==> config.mk <==
export PLATFORM = sky130hd
export DESIGN_NAME = ubx_frame_parser_unit
export DESIGN_NICKNAME = d
export VERILOG_FILES = /design/src/sv/ubxfp_pkg.sv /design/src/sv/ubx_frame_parser_unit.sv
export SDC_FILE = /design/constraint.sdc
export NUM_CORES = 1
export LEC_CHECK = 0
export BUFFER_PORTS_ARGS = -buffer_cell sky130_fd_sc_hd__buf_4
export CAP_MARGIN = 20
export CELL_PAD_IN_SITES_DETAIL_PLACEMENT = 0
export CELL_PAD_IN_SITES_GLOBAL_PLACEMENT = 1
export CORE_UTILIZATION = 25
export CTS_CLUSTER_DIAMETER = 80
export DETAILED_ROUTE_END_ITERATION = 6
export PLACE_DENSITY = 0.59
export SYNTH_ARGS = -nofsm -noshare
export SYNTH_HDL_FRONTEND = slang
export SYNTH_SLANG_ARGS = --single-unit
==> constraint.sdc <==
create_clock -name clk -period 4.5 [get_ports clk]
set_clock_uncertainty 0.15 [all_clocks]
set_input_delay 1.125 -clock clk [delete_from_list [all_inputs] [get_ports clk]]
set_output_delay 1.125 -clock clk [all_outputs]
set_load 0.05 [all_outputs]
==> src/sv/ubxfp_pkg.sv <==
package ubxfp_pkg;

  // Default limits
  localparam int MaxPayloadDefault   = 92;
  localparam int FixTypeOffsetDefault = 20;

  // Framing and message codes
  localparam logic [7:0] SYNC_FIRST  = 8'hB5;
  localparam logic [7:0] SYNC_SECOND = 8'h62;
  localparam logic [7:0] NAV_CLASS   = 8'h01;
  localparam logic [7:0] PVT_IDENT   = 8'h07;
  localparam logic [7:0] FIX_3D_CODE = 8'h03;

  // Parser phases
  typedef enum logic [3:0] {
    PH_SYNC1,
    PH_SYNC2,
    PH_CLASS,
    PH_IDENT,
    PH_LEN_LO,
    PH_LEN_HI,
    PH_PAYLOAD,
    PH_CHECK_A,
    PH_CHECK_B
  } phase_t;

  // One result word
  typedef struct packed {
    logic        frame_good;
    logic        frame_bad;
    logic [7:0]  msg_class;
    logic [7:0]  msg_ident;
    logic [15:0] frame_length;
    logic        fix_3d;
  } result_t;

endpackage

==> src/sv/ubx_frame_parser_unit.sv <==
// Channel  | valid     | stall     | payload
// ---------+-----------+-----------+---------------------------------------------
// rx       | rx_valid  | rx_stall  | rx_byte
// res      | res_valid | res_stall | frame_good, frame_bad, msg_class, msg_ident,
//          |           |           | frame_length, fix_3d
//
// One byte per cycle while rx_stall is low: the parser state is updated in the
// accepting cycle and the result word goes to the output or the skid register.
// Synchronous active-high reset clears the parser state, sums, header fields,
// the held fix-type byte and marks both output words empty; no clearing pass
// is needed.
// A two-word output buffer (output register plus skid register) lets rx keep
// taking a byte while a result waits; rx_stall rises only when both are full.
module ubx_frame_parser_unit #(
  parameter int MAX_PAYLOAD     = ubxfp_pkg::MaxPayloadDefault,
  parameter int FIX_TYPE_OFFSET = ubxfp_pkg::FixTypeOffsetDefault
) (
  input  logic        clk,
  input  logic        rst,
  input  logic        rx_valid,
  output logic        rx_stall,
  input  logic [7:0]  rx_byte,
  output logic        res_valid,
  input  logic        res_stall,
  output logic        frame_good,
  output logic        frame_bad,
  output logic [7:0]  msg_class,
  output logic [7:0]  msg_ident,
  output logic [15:0] frame_length,
  output logic        fix_3d
);
  import ubxfp_pkg::*;

  localparam int CW = $clog2(MAX_PAYLOAD + 1);
  localparam bit FT_VALID = (FIX_TYPE_OFFSET < MAX_PAYLOAD);
  localparam logic [CW-1:0] FT_IDX = CW'(FIX_TYPE_OFFSET);
  localparam logic [15:0] MAX_LEN = 16'(MAX_PAYLOAD);

  // Parser state
  phase_t        phase, phase_next;
  logic [7:0]    sum_a, sum_a_next;
  logic [7:0]    sum_b, sum_b_next;
  logic [7:0]    class_reg, class_reg_next;
  logic [7:0]    ident_reg, ident_reg_next;
  logic [15:0]   length_reg, length_reg_next;
  logic [CW-1:0] byte_count, byte_count_next;
  // Only the fix-type entry of the payload store is ever read, so only it is kept
  logic [7:0]    fix_byte, fix_byte_next;
  logic          fix_flag, fix_flag_next;

  // Output buffer
  result_t out_word, skid_word, res_next;
  logic    out_full, skid_full;

  logic          accept;
  logic          take;
  logic [15:0]   len_new;
  logic [15:0]   count_inc;
  logic [7:0]    add_a;
  logic          do_add;
  logic          good, bad;

  assign accept    = rx_valid && !rx_stall;
  assign take      = out_full && !res_stall;
  assign rx_stall  = skid_full;
  assign len_new   = {rx_byte, length_reg[7:0]};
  assign count_inc = 16'(byte_count) + 16'd1;
  assign add_a     = sum_a + rx_byte;

  // Next phase
  always_comb begin
    phase_next = phase;
    unique case (phase)
      PH_SYNC1:   if (rx_byte == SYNC_FIRST) phase_next = PH_SYNC2;
      PH_SYNC2:   phase_next = (rx_byte == SYNC_SECOND) ? PH_CLASS : PH_SYNC1;
      PH_CLASS:   phase_next = PH_IDENT;
      PH_IDENT:   phase_next = PH_LEN_LO;
      PH_LEN_LO:  phase_next = PH_LEN_HI;
      PH_LEN_HI: begin
        if (len_new > MAX_LEN)      phase_next = PH_SYNC1;
        else if (len_new == 16'd0)  phase_next = PH_CHECK_A;
        else                        phase_next = PH_PAYLOAD;
      end
      PH_PAYLOAD: if (count_inc >= length_reg) phase_next = PH_CHECK_A;
      PH_CHECK_A: phase_next = (rx_byte == sum_a) ? PH_CHECK_B : PH_SYNC1;
      PH_CHECK_B: phase_next = PH_SYNC1;
      default:    phase_next = PH_SYNC1;
    endcase
  end

  // Datapath and flags
  always_comb begin
    sum_a_next      = sum_a;
    sum_b_next      = sum_b;
    class_reg_next  = class_reg;
    ident_reg_next  = ident_reg;
    length_reg_next = length_reg;
    byte_count_next = byte_count;
    fix_byte_next   = fix_byte;
    fix_flag_next   = fix_flag;
    do_add          = 1'b0;
    good            = 1'b0;
    bad             = 1'b0;
    unique case (phase)
      PH_SYNC2: begin
        if (rx_byte == SYNC_SECOND) begin
          sum_a_next = 8'd0;
          sum_b_next = 8'd0;
        end
      end
      PH_CLASS: begin
        class_reg_next = rx_byte;
        do_add         = 1'b1;
      end
      PH_IDENT: begin
        ident_reg_next = rx_byte;
        do_add         = 1'b1;
      end
      PH_LEN_LO: begin
        length_reg_next = {8'd0, rx_byte};
        do_add          = 1'b1;
      end
      PH_LEN_HI: begin
        length_reg_next = len_new;
        byte_count_next = '0;
        do_add          = 1'b1;
        bad             = (len_new > MAX_LEN);
      end
      PH_PAYLOAD: begin
        if (FT_VALID && byte_count == FT_IDX) fix_byte_next = rx_byte;
        byte_count_next = byte_count + CW'(1);
        do_add          = 1'b1;
      end
      PH_CHECK_A: bad = (rx_byte != sum_a);
      PH_CHECK_B: begin
        if (rx_byte == sum_b) begin
          good = 1'b1;
          if (class_reg == NAV_CLASS && ident_reg == PVT_IDENT) begin
            fix_flag_next = FT_VALID && (fix_byte == FIX_3D_CODE);
          end
        end else begin
          bad = 1'b1;
        end
      end
      default: ;
    endcase
    // Fletcher pair over class through payload
    if (do_add) begin
      sum_a_next = add_a;
      sum_b_next = sum_b + add_a;
    end
  end

  assign res_next = '{frame_good: good, frame_bad: bad, msg_class: class_reg_next,
                      msg_ident: ident_reg_next, frame_length: length_reg_next,
                      fix_3d: fix_flag_next};

  // Parser registers
  always_ff @(posedge clk) begin
    if (rst) begin
      phase      <= PH_SYNC1;
      sum_a      <= 8'd0;
      sum_b      <= 8'd0;
      class_reg  <= 8'd0;
      ident_reg  <= 8'd0;
      length_reg <= 16'd0;
      byte_count <= '0;
      fix_byte   <= 8'd0;
      fix_flag   <= 1'b0;
    end else if (accept) begin
      phase      <= phase_next;
      sum_a      <= sum_a_next;
      sum_b      <= sum_b_next;
      class_reg  <= class_reg_next;
      ident_reg  <= ident_reg_next;
      length_reg <= length_reg_next;
      byte_count <= byte_count_next;
      fix_byte   <= fix_byte_next;
      fix_flag   <= fix_flag_next;
    end
  end

  // Output register with skid word
  always_ff @(posedge clk) begin
    if (rst) begin
      out_full  <= 1'b0;
      skid_full <= 1'b0;
    end else if (accept) begin
      if (!out_full || take) begin
        out_word <= res_next;
        out_full <= 1'b1;
      end else begin
        skid_word <= res_next;
        skid_full <= 1'b1;
      end
    end else if (take) begin
      if (skid_full) begin
        out_word  <= skid_word;
        skid_full <= 1'b0;
      end else begin
        out_full <= 1'b0;
      end
    end
  end

  assign res_valid    = out_full;
  assign frame_good   = out_word.frame_good;
  assign frame_bad    = out_word.frame_bad;
  assign msg_class    = out_word.msg_class;
  assign msg_ident    = out_word.msg_ident;
  assign frame_length = out_word.frame_length;
  assign fix_3d       = out_word.fix_3d;

endmodule
==> flow_summary_export.csv <==
group,metric,value,unit
status,status,"finished, final reports clean",
finish,syn_to_final_growth,20.5,%
setup_path,critical_path_class,"in -> reg",
drt,vias,5137,
floorplan,num_rows,59,
placement,dpl_cell_area,7530,um^2
global_routing,grt_pass1_vias,4974,
setup_path,cp_top_family,"adder cells",
finish,drive_gt1_frac,0.155,
finish,final_cell_area,8160,um^2
clocking,postCtsHoldBufs,0,
finish,largest_reg_flops,35,
yosys,synth_cells,711,
timing,relSlewSlack,0.412,
drt,drtIter0Drc,376,
global_routing,overflow,0,
yosys,yosysSeqAreaShare,0.517,
finish,nFillCells,2760,
drt,wl_met1,8820,um
drt,dr.pass1.iters,5,
timing,final.min_clock_period,3.80,ns
drt,vias_per_cell,4.69,
yosys,synth_edf_count,70,
placement,gp_congestion,0.755,
global_routing,grt_usage,0.130,
yosys,ys.flop_type,"edfxtp_1",
clocking,post_cts_buffers,0,
placement,portBuffers,48,
floorplan,pin_count,49,
finish,layout_common_cells,"nand2_1, nor2_1, dfxtp_1, edfxtp_1, buf_4",
drt,remaining_drc_errors,0,
clocking,path_clk_slew,0.06,ns
setup_path,cpPeakStageDelay,0.41,ns
yosys,netlist_area,6780,um^2
clocking,cts_tree,"done",
power_and_ir_drop,pwr_density_cell,385,nW/um^2
placement,dp_hpwl,11400,um
global_routing,antenna_found_initial,0,
timing,rsz0062_at_grt,"no",
finish,nets,786,
yosys,syn_nets,749,
power_and_ir_drop,power.leakage,3.18,nW
power_and_ir_drop,peakVddDrop,0.249,mV
clocking,cts-root-buf,"clkbuf_16",
timing,setup_viol,0,
setup_path,crit_arrival,4.01,ns
clocking,ctsHtreeMaxLevel,4,
timing,final_max_slew_viol_count,0,
flow_run,drv_cap,0,
setup_path,slowest_stage,"a2111oi_0",
timing,max_freq,263,MHz
yosys,ys_ff_latch,140,
power_and_ir_drop,power.total,3.14,mW
timing,worst_pin_slew,0.882,ns
clocking,numCtsBuffers,17,
floorplan,coreArea,26400,um^2
timing,hold_viol,0,
setup_path,critPathLaunchType,"input port",
clocking,clock_path_buffers,2,
drt,dr_wl_met3,648,um
clocking,clkSinkCount,140,
clocking,clk_latency,0.42,ns
timing,fin_crit_sh,0.845,
yosys,avgSynthCellArea,9.53,um^2
clocking,cts-resized-gates,0,
global_routing,grt_start_max_net_pins,73,
setup_path,cp.required,4.71,ns
floorplan,die_x,167,um
setup_path,crit_chain,"buf_4 > ha_1 > fa_1 > a21o_1 > a21oi_1 > xnor2_1 > ha_1 > inv_1 > nor2_1 > a2111oi_0 > buf_4 > nor2_1 > or3b_1 > nand4_1",
setup_path,worstPathMaxFanout,3,
floorplan,die_area,27800,um^2
setup_path,crit_path_end_kind,"register",
drt,routed_wl,17400,um
yosys,synth.distinct_cells,60,
yosys,yosys_warnings,0,
yosys,async_flop_share,0,
drt,top_layer,"met4",
finish,final_common_cell,"nand2_1",
setup_path,path_buf_inv,3,
drt,wire_per_inst,15.9,um
hold_path,hold_path.class,"reg -> reg",
drt,wl_met2,7790,um
floorplan,initial_core_util,0.257,
global_routing,grt_pass1_wl,28300,um
timing,tns,0,ns
floorplan,die_h,167,um
drt,final_antenna_net_count,0,
finish,diodes,0,
==> kinds of logic after synthesis <==
logic type,Yosys count,share of synthesized area
simple gates,319,0.213
flops,140,0.517
compound gates,106,0.0945
buf+inv,59,0.0345
xor+xnor,26,0.0336
fa+ha+maj,26,0.0502
mux,35,0.0569
==> worst reg2reg max path: cells and delay by family (launching register included) <==
family / cells / cell delay (ns)
AO/OA/AOI/OAI: 3 / 0.81
XOR/XNOR: 1 / 0.19
adder cells (fa/ha/maj): 3 / 0.89
buffers and inverters: 2 / 0.27
flip-flops: 1 / 0.32
AND/OR/NAND/NOR: 4 / 0.58
==> layer usage <==
metal  vias up  global-route usage
li1       2577                   -
met2       100               0.199
met3         7              0.0252
met4         0              0.0399
met5         -                   0
met1      2453               0.183
==> report_power, final <==
part / switching, mW / internal [mW] / total, mW / leakage, nW
clock network: 0.569 / 0.945 / 1.51 / 0.308
registers: 0.0128 / 1.37 / 1.38 / 1.21
logic: 0.180 / 0.0659 / 0.246 / 1.66
total: 0.762 / 2.38 / 3.14 / 3.18
==> final cells by class <==
| type | instances | area, um^2 | area share |
|---|---|---|---|
| tap | 335 | 419 | 0.0513 |
| clock buffer | 18 | 439 | 0.0538 |
| sequential | 140 | 3500 | 0.429 |
| timing repair buffer | 60 | 467 | 0.0572 |
| clock inverter | 14 | 193 | 0.0236 |
| multi-input combinational | 512 | 3080 | 0.377 |
| inverter | 17 | 63.8 | 0.00782 |
==> cells in the mapped netlist, drive strengths merged, types with 3 or more instances <==
library cell | number | area, um^2
nor4 | 12 | 87.6
xnor2 | 8 | 70.1
a21o | 4 | 30.0
a21oi | 45 | 225
nand2b | 6 | 37.5
o21ai | 21 | 105
mux2 | 25 | 285
and3 | 4 | 25.0
nand4 | 4 | 25.0
dfxtp | 70 | 1400
inv | 17 | 63.8
o21bai | 4 | 30.0
xor2 | 18 | 158
nand2 | 138 | 518
or3 | 3 | 23.8
nand3 | 30 | 150
nor2b | 5 | 31.3
buf | 11 | 53.8
ha | 24 | 300
nor2 | 80 | 303
edfxtp | 70 | 2100
nand3b | 4 | 30.0
a22oi | 15 | 113
clkbuf | 31 | 116
mux2i | 10 | 100
nor3 | 20 | 105
==> through the flow <==
stage	std cells	hold WS (ns)	setup WS [ns]	util
after CTS	1096	0.325	0.709	0.310
after global routing	1096	0.343	0.419	0.310
final	1096	0.324	0.700	0.310
after global placement	1063	0.311	0.290	0.285
after floorplan	711	0.290	0.507	-
after detailed placement	1064	0.316	0.278	0.286
==> final timing paths <==
kind / start / end / slack, ns / cells after the start
worst min register to register: class_reg[1] / class_reg[1] / 0.32 / 2
worst max register to register: sum_a[0] / sum_b[7] / 1.22 / 13
worst max-delay path: rx_byte[0] / sum_b[7] / 0.70 / 14
worst min-delay path: class_reg[1] / class_reg[1] / 0.32 / 2
Note: power is estimated with default switching activity, not from simulation.
